--- src/design/bplru_pkg.sv ---
// Shared constants and codes for the buffer pool frame table.
`timescale 1ns / 1ps
`default_nettype none
package bplru_pkg;

    // Fixed field widths
    localparam int TAG_W    = 31;
    localparam int PAGE_W   = 32;
    localparam int STATUS_W = 3;
    localparam int FI_W     = 4;
    localparam int CFG_W    = 5;
    localparam int ADDR_W   = 3;
    localparam int DATA_W   = 32;

    // Register map: index is paddr[2]
    localparam logic REG_FRAMES_IN_USE = 1'b0;
    localparam logic [CFG_W-1:0] FRAMES_IN_USE_RESET = 5'd16;

    // Request codes
    localparam logic FUNC_GET   = 1'b0;
    localparam logic FUNC_UNPIN = 1'b1;

    // Result status codes
    localparam logic [STATUS_W-1:0] ST_HIT         = 3'd0;
    localparam logic [STATUS_W-1:0] ST_LOAD_FREE   = 3'd1;
    localparam logic [STATUS_W-1:0] ST_LOAD_EVICT  = 3'd2;
    localparam logic [STATUS_W-1:0] ST_ALL_PINNED  = 3'd3;
    localparam logic [STATUS_W-1:0] ST_INVALID     = 3'd4;
    localparam logic [STATUS_W-1:0] ST_UNPINNED    = 3'd5;
    localparam logic [STATUS_W-1:0] ST_UNPIN_ABSENT = 3'd6;

    // Update commands broadcast to the frame cells
    localparam int OP_W = 3;
    localparam logic [OP_W-1:0] OP_NONE       = 3'd0;
    localparam logic [OP_W-1:0] OP_UNPIN      = 3'd1;
    localparam logic [OP_W-1:0] OP_HIT        = 3'd2;
    localparam logic [OP_W-1:0] OP_LOAD_FREE  = 3'd3;
    localparam logic [OP_W-1:0] OP_LOAD_EVICT = 3'd4;

endpackage
`default_nettype wire

--- src/design/bplru_cell.sv ---
// One frame cell: holds a frame's state, scans a passing packet, applies updates.
`timescale 1ns / 1ps
`default_nettype none
module bplru_cell
    import bplru_pkg::*;
#(
    parameter int FRAMES   = 16,
    parameter int PIN_BITS = 8,
    parameter int CELL_IDX = 0
)
(
    input  wire logic                 clk,
    input  wire logic                 rst_n,
    input  wire logic [CFG_W-1:0]     frames_in_use,
    input  wire logic [TAG_W-1:0]     req_tag,
    input  wire logic [OP_W+2*$clog2(FRAMES)+1-1:0] cmd,
    input  wire logic [4+3*$clog2(FRAMES)+2*$clog2(FRAMES)+TAG_W+1-1:0] pkt_in,
    output logic      [4+3*$clog2(FRAMES)+2*$clog2(FRAMES)+TAG_W+1-1:0] pkt_out
);

    localparam int IDX_W = $clog2(FRAMES);
    localparam int CW    = (IDX_W + 1 > CFG_W) ? IDX_W + 1 : CFG_W;

    typedef struct packed {
        logic             active;
        logic             hit;
        logic [IDX_W-1:0] hit_idx;
        logic [IDX_W-1:0] hit_rank;
        logic             free;
        logic [IDX_W-1:0] open_idx;
        logic             vic;
        logic [IDX_W-1:0] vic_idx;
        logic [IDX_W-1:0] vic_rank;
        logic [TAG_W-1:0] vic_tag;
        logic             vic_dirty;
    } pkt_t;

    typedef struct packed {
        logic [OP_W-1:0]  op;
        logic [IDX_W-1:0] slot;
        logic [IDX_W-1:0] rank;
        logic             dirty;
    } cmd_t;

    pkt_t pkt_i;
    cmd_t cmd_i;
    assign pkt_i = pkt_in;
    assign cmd_i = cmd;

    localparam logic [IDX_W-1:0] MY_IDX = IDX_W'(CELL_IDX);

    logic                valid_reg, valid_next;
    logic [TAG_W-1:0]    tag_reg, tag_next;
    logic [PIN_BITS-1:0] pins_reg, pins_next;
    logic                dirty_reg, dirty_next;
    logic [IDX_W-1:0]    rank_reg, rank_next;
    pkt_t                pkt_out_reg, pkt_out_next;
    logic                usable;
    logic                mine;

    assign usable = CW'(CELL_IDX) < CW'(frames_in_use);
    assign mine   = cmd_i.slot == MY_IDX;

    // Scan: fold this frame into the packet moving down the chain
    always_comb
    begin
        pkt_out_next = pkt_i;
        if (pkt_i.active)
        begin
            if (!pkt_i.hit && valid_reg && tag_reg == req_tag)
            begin
                pkt_out_next.hit      = 1'b1;
                pkt_out_next.hit_idx  = MY_IDX;
                pkt_out_next.hit_rank = rank_reg;
            end
            if (!pkt_i.free && !valid_reg && usable)
            begin
                pkt_out_next.free     = 1'b1;
                pkt_out_next.open_idx = MY_IDX;
            end
            // oldest unpinned usable frame; first one wins on a tie
            if (valid_reg && pins_reg == '0 && usable &&
                (!pkt_i.vic || rank_reg > pkt_i.vic_rank))
            begin
                pkt_out_next.vic       = 1'b1;
                pkt_out_next.vic_idx   = MY_IDX;
                pkt_out_next.vic_rank  = rank_reg;
                pkt_out_next.vic_tag   = tag_reg;
                pkt_out_next.vic_dirty = dirty_reg;
            end
        end
    end

    // Update: apply the broadcast command to this frame
    always_comb
    begin
        valid_next = valid_reg;
        tag_next   = tag_reg;
        pins_next  = pins_reg;
        dirty_next = dirty_reg;
        rank_next  = rank_reg;
        unique case (cmd_i.op) inside
            OP_UNPIN:
            begin
                if (mine)
                begin
                    if (pins_reg != '0)
                    begin
                        pins_next = pins_reg - PIN_BITS'(1);
                    end
                    dirty_next = dirty_reg | cmd_i.dirty;
                end
            end
            OP_HIT, OP_LOAD_EVICT:
            begin
                if (mine)
                begin
                    if (cmd_i.op == OP_HIT)
                    begin
                        if (pins_reg != '1)
                        begin
                            pins_next = pins_reg + PIN_BITS'(1);
                        end
                    end
                    else
                    begin
                        valid_next = 1'b1;
                        tag_next   = req_tag;
                        pins_next  = PIN_BITS'(1);
                        dirty_next = 1'b0;
                    end
                    rank_next = '0;
                end
                else if (valid_reg && rank_reg < cmd_i.rank)
                begin
                    rank_next = rank_reg + IDX_W'(1);
                end
            end
            OP_LOAD_FREE:
            begin
                if (mine)
                begin
                    valid_next = 1'b1;
                    tag_next   = req_tag;
                    pins_next  = PIN_BITS'(1);
                    dirty_next = 1'b0;
                    rank_next  = '0;
                end
                else if (valid_reg)
                begin
                    rank_next = rank_reg + IDX_W'(1);
                end
            end
            default:
            begin
            end
        endcase
    end

    // Frame state
    always_ff @(posedge clk or negedge rst_n)
    begin
        if (!rst_n)
        begin
            valid_reg   <= 1'b0;
            pins_reg    <= '0;
            dirty_reg   <= 1'b0;
            rank_reg    <= '0;
            pkt_out_reg <= '0;
        end
        else
        begin
            valid_reg   <= valid_next;
            pins_reg    <= pins_next;
            dirty_reg   <= dirty_next;
            rank_reg    <= rank_next;
            pkt_out_reg <= pkt_out_next;
        end
    end

    // Tag is only read while the frame is valid
    always_ff @(posedge clk)
    begin
        tag_reg <= tag_next;
    end

    assign pkt_out = pkt_out_reg;

endmodule
`default_nettype wire

--- src/design/buffer_pool_lru_pin_manager.sv ---
// Top level of the buffer pool frame table: request control, config port, cell chain.
//
//  channel   | signals                                        | handshake
//  ----------+------------------------------------------------+---------------------------
//  request   | func, page_number, mark_dirty                  | taken when start && !busy
//  result    | status, frame_index, load_needed,              | shown for one cycle with
//            | writeback_needed, writeback_page               | done; cannot be held off
//  config    | psel, penable, pwrite, paddr, pwdata, prdata   | APB, pready tied high
//
// For each item a search packet walks the frame cells one per cycle, the result is
// decided from the last cell, and the update is broadcast to all cells in the cycle
// the result is shown. busy is high for the whole item.
// Reset is asynchronous: all frames empty, frames_in_use back to 16.
// The result side has no stall.
`timescale 1ns / 1ps
`default_nettype none
module buffer_pool_lru_pin_manager
    import bplru_pkg::*;
#(
    parameter int FRAMES   = 16,
    parameter int PIN_BITS = 8
)
(
    input  wire logic                    clk,
    input  wire logic                    rst_n,
    input  wire logic                    start,
    output logic                         busy,
    input  wire logic                    func,
    input  wire logic signed [PAGE_W-1:0] page_number,
    input  wire logic                    mark_dirty,
    output logic                         done,
    output logic [STATUS_W-1:0]          status,
    output logic [FI_W-1:0]              frame_index,
    output logic                         load_needed,
    output logic                         writeback_needed,
    output logic [TAG_W-1:0]             writeback_page,
    input  wire logic                    psel,
    input  wire logic                    penable,
    input  wire logic                    pwrite,
    input  wire logic [ADDR_W-1:0]       paddr,
    input  wire logic [DATA_W-1:0]       pwdata,
    output logic [DATA_W-1:0]            prdata,
    output logic                         pready
);

    localparam int IDX_W = $clog2(FRAMES);

    typedef struct packed {
        logic             active;
        logic             hit;
        logic [IDX_W-1:0] hit_idx;
        logic [IDX_W-1:0] hit_rank;
        logic             free;
        logic [IDX_W-1:0] open_idx;
        logic             vic;
        logic [IDX_W-1:0] vic_idx;
        logic [IDX_W-1:0] vic_rank;
        logic [TAG_W-1:0] vic_tag;
        logic             vic_dirty;
    } pkt_t;

    typedef struct packed {
        logic [OP_W-1:0]  op;
        logic [IDX_W-1:0] slot;
        logic [IDX_W-1:0] rank;
        logic             dirty;
    } cmd_t;

    logic                 busy_reg, busy_next;
    logic                 inject_reg;
    logic                 func_reg;
    logic                 neg_reg;
    logic                 dirty_in_reg;
    logic [TAG_W-1:0]     tag_reg;
    logic [CFG_W-1:0]     frames_in_use_reg;
    cmd_t                 cmd_reg, cmd_next;
    logic                 done_reg;
    logic [STATUS_W-1:0]  status_reg, status_next;
    logic [IDX_W-1:0]     findex_reg, findex_next;
    logic                 load_reg, load_next;
    logic                 wb_reg, wb_next;
    logic [TAG_W-1:0]     wbpage_reg, wbpage_next;
    logic                 accept;
    logic                 cfg_write;
    pkt_t                 inject_pkt;
    pkt_t                 last_pkt;
    pkt_t                 chain [0:FRAMES];

    assign accept    = start && !busy_reg;
    assign cfg_write = psel && penable && pwrite && pready;

    // Empty packet launched into the first cell
    always_comb
    begin
        inject_pkt        = '0;
        inject_pkt.active = inject_reg;
    end

    assign chain[0] = inject_pkt;
    assign last_pkt = chain[FRAMES];

    // Row of frame cells
    for (genvar g = 0; g < FRAMES; g++)
    begin : g_cell
        bplru_cell #(
            .FRAMES   (FRAMES),
            .PIN_BITS (PIN_BITS),
            .CELL_IDX (g)
        ) u_cell (
            .clk           (clk),
            .rst_n         (rst_n),
            .frames_in_use (frames_in_use_reg),
            .req_tag       (tag_reg),
            .cmd           (cmd_reg),
            .pkt_in        (chain[g]),
            .pkt_out       (chain[g+1])
        );
    end

    // Decide the result from the packet leaving the last cell
    always_comb
    begin
        status_next = ST_ALL_PINNED;
        findex_next = '0;
        load_next   = 1'b0;
        wb_next     = 1'b0;
        wbpage_next = '0;
        cmd_next    = '0;
        cmd_next.op = OP_NONE;
        if (func_reg == FUNC_UNPIN)
        begin
            if (last_pkt.hit && !neg_reg)
            begin
                status_next    = ST_UNPINNED;
                findex_next    = last_pkt.hit_idx;
                cmd_next.op    = OP_UNPIN;
                cmd_next.slot  = last_pkt.hit_idx;
                cmd_next.dirty = dirty_in_reg;
            end
            else
            begin
                status_next = ST_UNPIN_ABSENT;
            end
        end
        else if (neg_reg)
        begin
            status_next = ST_INVALID;
        end
        else if (last_pkt.hit)
        begin
            status_next   = ST_HIT;
            findex_next   = last_pkt.hit_idx;
            cmd_next.op   = OP_HIT;
            cmd_next.slot = last_pkt.hit_idx;
            cmd_next.rank = last_pkt.hit_rank;
        end
        else if (last_pkt.free)
        begin
            status_next   = ST_LOAD_FREE;
            findex_next   = last_pkt.open_idx;
            load_next     = 1'b1;
            cmd_next.op   = OP_LOAD_FREE;
            cmd_next.slot = last_pkt.open_idx;
        end
        else if (last_pkt.vic)
        begin
            status_next   = ST_LOAD_EVICT;
            findex_next   = last_pkt.vic_idx;
            load_next     = 1'b1;
            wb_next       = last_pkt.vic_dirty;
            wbpage_next   = last_pkt.vic_dirty ? last_pkt.vic_tag : '0;
            cmd_next.op   = OP_LOAD_EVICT;
            cmd_next.slot = last_pkt.vic_idx;
            cmd_next.rank = last_pkt.vic_rank;
        end
        // no update unless the search packet has just arrived
        if (!last_pkt.active)
        begin
            cmd_next    = '0;
            cmd_next.op = OP_NONE;
        end
    end

    // Busy from accept until the update has been applied
    always_comb
    begin
        busy_next = busy_reg;
        if (accept)
        begin
            busy_next = 1'b1;
        end
        else if (done_reg)
        begin
            busy_next = 1'b0;
        end
    end

    // Control registers
    always_ff @(posedge clk or negedge rst_n)
    begin
        if (!rst_n)
        begin
            busy_reg          <= 1'b0;
            inject_reg        <= 1'b0;
            done_reg          <= 1'b0;
            cmd_reg           <= '0;
            frames_in_use_reg <= FRAMES_IN_USE_RESET;
        end
        else
        begin
            busy_reg   <= busy_next;
            inject_reg <= accept;
            done_reg   <= last_pkt.active;
            cmd_reg    <= cmd_next;
            if (cfg_write && paddr[2] == REG_FRAMES_IN_USE)
            begin
                frames_in_use_reg <= pwdata[CFG_W-1:0];
            end
        end
    end

    // Request and result payload
    always_ff @(posedge clk)
    begin
        if (accept)
        begin
            func_reg     <= func;
            neg_reg      <= page_number[PAGE_W-1];
            tag_reg      <= page_number[TAG_W-1:0];
            dirty_in_reg <= mark_dirty;
        end
        if (last_pkt.active)
        begin
            status_reg <= status_next;
            findex_reg <= findex_next;
            load_reg   <= load_next;
            wb_reg     <= wb_next;
            wbpage_reg <= wbpage_next;
        end
    end

    // Register read
    always_comb
    begin
        prdata = '0;
        if (paddr[2] == REG_FRAMES_IN_USE)
        begin
            prdata = DATA_W'(frames_in_use_reg);
        end
    end

    assign pready           = 1'b1;
    assign busy             = busy_reg;
    assign done             = done_reg;
    assign status           = status_reg;
    assign frame_index      = FI_W'(findex_reg);
    assign load_needed      = load_reg;
    assign writeback_needed = wb_reg;
    assign writeback_page   = wbpage_reg;

endmodule
`default_nettype wire

--- config.mk ---
export PLATFORM = sky130hd
export DESIGN_NAME = buffer_pool_lru_pin_manager
export DESIGN_NICKNAME = d
export VERILOG_FILES = /design/src/design/bplru_pkg.sv /design/src/design/bplru_cell.sv /design/src/design/buffer_pool_lru_pin_manager.sv
export SDC_FILE = /design/constraint.sdc
export NUM_CORES = 2
export LEC_CHECK = 0
export BUFFER_PORTS_ARGS = -buffer_cell sky130_fd_sc_hd__buf_2
export CAP_MARGIN = 20
export CORE_ASPECT_RATIO = 1.75
export CORE_MARGIN = 2
export CORE_UTILIZATION = 40
export DETAILED_ROUTE_END_ITERATION = 12
export GPL_TIMING_DRIVEN = 0
export PLACE_DENSITY = 0.65
export SETUP_SLACK_MARGIN = 0.2
export SYNTH_ARGS = -nofsm -noshare
export SYNTH_HDL_FRONTEND = slang
export SYNTH_SLANG_ARGS = --single-unit
--- constraint.sdc ---
create_clock -name clk -period 8.3 [get_ports clk]
set_input_delay 0.415 -clock clk [delete_from_list [all_inputs] [get_ports clk]]
set_output_delay 0.415 -clock clk [all_outputs]
set_load 0.005 [all_outputs]
# [Word-level counts from Yosys, hierarchy flattened]
# Cells that the tools add are included.
[word_totals] register_bits=1710 input_bits=75 out_inout_bits=75 word_cells=1310
[op_classes] add_sub_neg=48 order_cmp=47 n_eq_ne=164 n_mux=447 bitwise_logic=19 n_reduce_logical=312
[op_table] cell="$mux W31" n=33
[op_table] cell="$pmux W31 S2" n=16
[op_table] cell="$mux W55" n=16
[op_table] cell="$mux W8" n=96
[op_table] cell="$mux W41" n=16
[op_table] cell="$eq A31 B31 Y1" n=16
[op_table] cell="$pmux W8 S3" n=16
[op_table] cell="$mux W4" n=72
[op_table] cell="$mux W9" n=16
[op_table] cell="$logic_and A1 B1 Y1" n=130
[op_table] cell="$add A8 B1 Y8 const B" n=16
[op_table] cell="$logic_not A8 Y1" n=16
[op_table] cell="$ne A8 B8 Y1 const B" n=16
[op_table] cell="$pmux W4 S2" n=16
[op_table] cell="$reduce_bool A8 Y1" n=16
[op_table] cell="$sub A8 B1 Y8 const B" n=16
[op_table] cell="$ne A2 B1 Y1 const B" n=63
[op_table] cell="$ne A3 B1 Y1 const B" n=32
[op_table] cell="$reduce_and A6 Y1" n=16
[op_table] cell="$mux W5" n=18
[op_table] cell="$mux W1" n=89
[op_table] cell="$reduce_and A5 Y1" n=16
[op_table] cell="$add A4 B1 Y4 const B" n=16
[op_table] cell="$lt A4 B4 Y1" n=16
[op_table] cell="35 further kinds" n=248

# [Depth between registers and ports, before layout]
[logic_depth] depth_word=6 ltp_mapped=9 depth_no_buf=7

# [By module]
# A second synthesis with hierarchy kept.
[hier_totals] cells_unflattened=5649 area_unflattened_um2=76898.8
[modules_own_cells] mod="bplru_cell (g_cell[2].u_cell)" n_inst=1 cells_each=341 area_per_inst_um2=4710.8 seq_area_each_um2=2682.6
[modules_own_cells] mod="bplru_cell (g_cell[12].u_cell)" n_inst=1 cells_each=346 area_per_inst_um2=4705.8 seq_area_each_um2=2682.6
[modules_own_cells] mod="bplru_cell (g_cell[15].u_cell)" n_inst=1 cells_each=333 area_per_inst_um2=4684.5 seq_area_each_um2=2682.6
[modules_own_cells] mod="bplru_cell (g_cell[6].u_cell)" n_inst=1 cells_each=345 area_per_inst_um2=4682.0 seq_area_each_um2=2682.6
[modules_own_cells] mod="bplru_cell (g_cell[10].u_cell)" n_inst=1 cells_each=336 area_per_inst_um2=4655.7 seq_area_each_um2=2682.6
[modules_own_cells] mod="bplru_cell (g_cell[4].u_cell)" n_inst=1 cells_each=329 area_per_inst_um2=4621.9 seq_area_each_um2=2682.6
[modules_own_cells] mod="bplru_cell (g_cell[0].u_cell)" n_inst=1 cells_each=343 area_per_inst_um2=4568.1 seq_area_each_um2=2682.6
[modules_own_cells] mod="bplru_cell (g_cell[5].u_cell)" n_inst=1 cells_each=340 area_per_inst_um2=4548.1 seq_area_each_um2=2682.6
[modules_own_cells] mod="bplru_cell (g_cell[9].u_cell)" n_inst=1 cells_each=336 area_per_inst_um2=4533.1 seq_area_each_um2=2682.6
[modules_own_cells] mod="bplru_cell (g_cell[14].u_cell)" n_inst=1 cells_each=349 area_per_inst_um2=4529.3 seq_area_each_um2=2682.6
[modules_own_cells] mod="bplru_cell (g_cell[7].u_cell)" n_inst=1 cells_each=337 area_per_inst_um2=4528.1 seq_area_each_um2=2682.6
[modules_own_cells] mod="bplru_cell (g_cell[8].u_cell)" n_inst=1 cells_each=344 area_per_inst_um2=4518.1 seq_area_each_um2=2682.6
[modules_own_cells] mod="bplru_cell (g_cell[3].u_cell)" n_inst=1 cells_each=332 area_per_inst_um2=4511.8 seq_area_each_um2=2682.6
[modules_own_cells] mod="bplru_cell (g_cell[13].u_cell)" n_inst=1 cells_each=338 area_per_inst_um2=4504.3 seq_area_each_um2=2682.6
[modules_own_cells] mod="3 more rows"

# [Worst setup path after synthesis]
# OpenSTA, ideal clock, no wires.
[synth_timing] kind="register -> register" from="reg cmd_reg[9] (netlist name)" to="reg g_cell[15].u_cell.tag_reg[0], enable pin" setup_time_ps=422 arrival_time_ps=2710 t_required_ps=7878 path_slack_ps=5169 path_stages_with_launch=7 path_buffers=4 synth_period_minus_slack_ps=3131 path_cell_list="dfrtp_1 buf_2 clkbuf_1 clkbuf_1 a21oi_1 clkbuf_1 nor2_1"
[synth_via] elab_chain_len=4 word_cells_on_any_way=9 cone_classes="6 x eq/ne; 3 x reduce/logical"
[synth_lines] item="start, declared" line_no="buffer_pool_lru_pin_manager.sv:76" source="cmd_t cmd_reg, cmd_next;"
[synth_lines] item="start signal, assigned" line_no="buffer_pool_lru_pin_manager.sv:214" source="cmd_reg <= cmd_next;"
[synth_lines] item="$eq A3 B3 Y1 (no source line) or $eq A3 B2 Y1 (tied branches)"
[synth_lines] item="$reduce_or A2 Y1" line_no="bplru_cell.sv:102" source="unique case (cmd_i.op) inside"
[synth_lines] item="$ne A2 B1 Y1 (no source line), or another cell as far along"
[synth_lines] item="$reduce_and A4 Y1 (no source line) *"
[synth_lines] item="end signal, assigned" line_no="bplru_cell.sv:184" source="tag_reg <= tag_next;"
[synth_lines] item="end, declared" line_no="bplru_cell.sv:53" source="logic [TAG_W-1:0] tag_reg, tag_next;"
# Every way passes the cells marked *; elsewhere a longest branch is shown, timed or not.
# A chain may end at the register's enable or synchronous reset.

# [Final worst setup path]
[layout_timing] from="reg cmd_reg[10] (netlist name)" to="reg g_cell[2].u_cell.rank_reg[3]"
[layout_via] elab_chain_len=4 word_cells_on_any_way=9 cone_classes="5 x eq/ne; 1 x mux; 3 x reduce/logical"
[layout_lines] item="$eq A3 B3 Y1 (no source line) or $eq A3 B2 Y1 (tied branches)"
[layout_lines] item="$reduce_or A2 Y1" line_no="bplru_cell.sv:102"
[layout_lines] item="$ne A3 B1 Y1 (no source line) or $reduce_bool A2 Y1 (tied branches)"
[layout_lines] item="$reduce_and A3 Y1 (no source line)"
[layout_lines] item="end signal, assigned" line_no="bplru_cell.sv:176" source="rank_reg <= rank_next;"
[layout_lines] item="end, declared" line_no="bplru_cell.sv:56" source="logic [IDX_W-1:0] rank_reg, rank_next;"
# Several ways; a longest one is shown, not always the timed one.

==> impl_metrics.toml <==
[global_routing]
grt_max_degree = 165
antenna_found_initial = 3
grt_pass1_wl_um = 336000
number_of_global_route_vias_before_repair = 48880
overflow = 0
grt_use_total_pct = 25.3

[logic_synthesis]
synth_area_leader = "dfrtp_1"
number_of_standard_cells_after_synthesis = 5448
seq_area_frac_synth_pct = 61.7
synth_warn = 0
yosys.cell_types.count = 81
ys_dominant_reg_cell = "dfrtp_1"
synth_seq_cells = 1665
synth_edf_count = 570
share_of_yosys_cell_area_claimed_by_the_top_area_cell_type_pct = 37.9
mappedNetlistArea_sq_mm = 0.0722
netlist_top_cells_area = "dfrtp_1 (38%), edfxtp_1 (24%), mux2_2 (8.9%)"
async_reset_ff_share_pct = 65.8
syn_area_per_cell_sq_um = 13.3

[cells_and_area]
post_route_cells_drive_above_1_share_pct = 21.1
fin_util_pct = 45.9
syn2layout_area_growth_pct = 14.1
leading_cell_type_in_the_layout_fill_and_taps_excluded = "dfrtp_1"
net_count_reported_at_finish = 6066
most-common-layout-cells = "dfrtp_1 (1093), mux2_2 (571), edfxtp_1 (570), xor2_1 (354), buf_2 (204)"
largest_register_ffs = 851

[timing]
tightest_slew_ps = 1210
final.setup.tns_ps = 0
rsz_0062_raised_after_global_routing = "no"
final_max_slew_viol_count = 0
slew_headroom_pct = 19.2
period_share_pct = 59.4
timing.final.setup_violations = 0
final_period_minus_worst_setup_slack_ps = 4930
max_freq_mhz = 203
clock_skew_ps = 81.3
final_hold_viol_count = 0

[floorplanning]
boundaryPins = 150
core_area_sq_mm = 0.180
floorplan.initialDensity_pct = 40.2
chipWidth_um = 325
std_cell_rows = 206
die-area_sq_mm = 0.184
die_height_um = 566

[setup_path]
crit_path_max_incr_delay_ps = 910
critical_path_peak_fanout = 10
path_common_cell = "clkbuf_1"
cells_along_the_critical_path = "clkbuf_1 -> nor3b_1 -> nor2_1 -> clkbuf_1 -> buf_8 -> clkbuf_1 -> buf_8 -> buf_1 -> nand2_1 -> nand3_1"
endpoint_kind_of_the_worst_setup_timing_path = "flip-flop"
worst_ep_required_time_ps = 8980
critical-path-top-delay-family = "buffers and inverters"
crit_buf_inv = 6
worst-endpoint-arrival_ps = 5610
critPathLaunchType = "flip-flop"
timing.setup.critical_path_class = "flip-flop to flip-flop"
crit_slowest_cell = "buf_1"

[clocking]
cts_sinks = 1665
tritoncts_clock_tree = "done"
post-cts-setup-buffer-count = 0
clk_path_buf_depth = 4
worstSkewPairLatency_ps = 810
path_clk_slew_ps = 70
numCtsBuffers = 159
cts_hold_repair.buffers = 41
number_of_instances_resized_during_post_cts_repair = 0
clk_root_buffer_cell = "clkbuf_16"
cts_htree_levels = 4

[route]
drt-vias-per-instance = 5.56
route.antenna.remaining_nets = 0
totalWireLength_um = 235000
dr_total_vias = 46314
remaining_drc_errors = 0
firstDrtPassIters = 5
detailedRoute.firstIterationViolations = 3960
dr_wl_cell_um = 28.2

[place]
place_congestion = 0.935
placement.io_buffers = 92
detailedPlacementHpwl_um = 180000

[job]
maxCapViolations = 0

[power_and_ir_drop]
leakagePower_uw = 0.0365
vdd_drop_max_mv = 0.136
powerDensity_mw_per_mm2 = 199

[status]
outcome = "complete, no violations"

[min_path]
hold_class = "input port to asynchronous set/reset pin"
cells by family after synthesis:
| family | count (synthesis) | share of synthesized area (%) |
|---|---|---|
| other | 2 | 0.0104 |
| AND/OR/NAND/NOR | 1333 | 10.4 |
| adder cells (fa/ha/maj) | 171 | 2.96 |
| flip-flops | 1665 | 61.7 |
| AO/OA/AOI/OAI | 730 | 6.71 |
| multiplexers | 616 | 9.59 |
| buffers and inverters | 432 | 2.60 |
| XOR/XNOR | 499 | 6.05 |
path summary, 6_finish.rpt:
| kind | startpoint | slack [ps] | depth (start not counted) | end |
|---|---|---|---|---|
| setup / recovery | cmd_reg[10]$_DFF_PN0_ | 3370 | 10 | g_cell[2].u_cell.rank_reg[3]$_DFFE_PN0P_ |
| hold / removal | rst_n | 70 | 2 | g_cell[0].u_cell.pkt_out[21]$_DFF_PN0_ |
| setup reg to reg | cmd_reg[10]$_DFF_PN0_ | 3370 | 10 | g_cell[2].u_cell.rank_reg[3]$_DFFE_PN0P_ |
| hold reg to reg | g_cell[1].u_cell.pkt_out[55]$_DFF_PN0_ | 400 | 0 | g_cell[2].u_cell.pkt_out[55]$_DFF_PN0_ |
| max in group asynchronous | rst_n | 5600 | 5 | g_cell[15].u_cell.pkt_out[55]$_DFF_PN0_ |
| min in group clk | pwrite | 180 | 3 | frames_in_use_reg[0]$_DFFE_PN0P_ |
final cells by class:
type	instances	area, sq um
antenna	4	10.0
buffer	305	1410
clock buffer	212	4490
clock inverter	67	668
fill	16082	97200
inverter	127	477
multi-input combinational	3377	26100
sequential	1665	44500
tap	2392	2990
timing repair buffer	185	1770
through the flow:
stage          setup WS (ps)  cells  cell area [sq um]  hold WS (ps)  total power, uW
4_1_cts                 3470   8329              82400          56.8            16500
6_report                3370   8334              82400          67.2            16400
2_1_floorplan           5170   5474              72300           119             8900
3_3_place_gp          -17920   7958              75800           372             9140
5_1_grt                 3390   8331              82400           103            16800
3_5_place_dp            3490   8009              76800           304             9150
cells in the mapped netlist, types with 34 or more instances:
cell type	n
dfrtp_1	1094
mux2_2	571
edfxtp_1	570
xor2_1	354
nand2_1	203
a21oi_1	190
ha_1	171
nor2_1	161
xnor2_1	145
o21ai_0	144
clkbuf_1	142
inv_1	127
nor3_1	121
nor4_1	121
and2_1	109
buf_2	108
or2_2	94
nand3_1	88
nand4_1	88
nand2b_1	84
nor2b_1	70
o31ai_1	58
and3_1	57
mux2_1	36
a21o_1	34
per-layer routing:
layer	wire [um]	global-route usage (%)	part of all wire (%)
met5	12	0	0.0051
met1	76900	25.0	33
met4	21900	19.9	9.3
met2	127000	47.5	54
met3	9190	2.74	3.9
worst reg2reg max path: cells and delay by family (launching register included):
family	cells	cell delay, ps
buf+inv	6	2990
flops	1	650
simple gates	4	1170
power breakdown:
group	internal, uW	total, uW	switching [uW]
clock network	4160	7360	3200
registers	8510	8560	52.9
logic	144	443	298
Power figures use the tool's default switching activity.
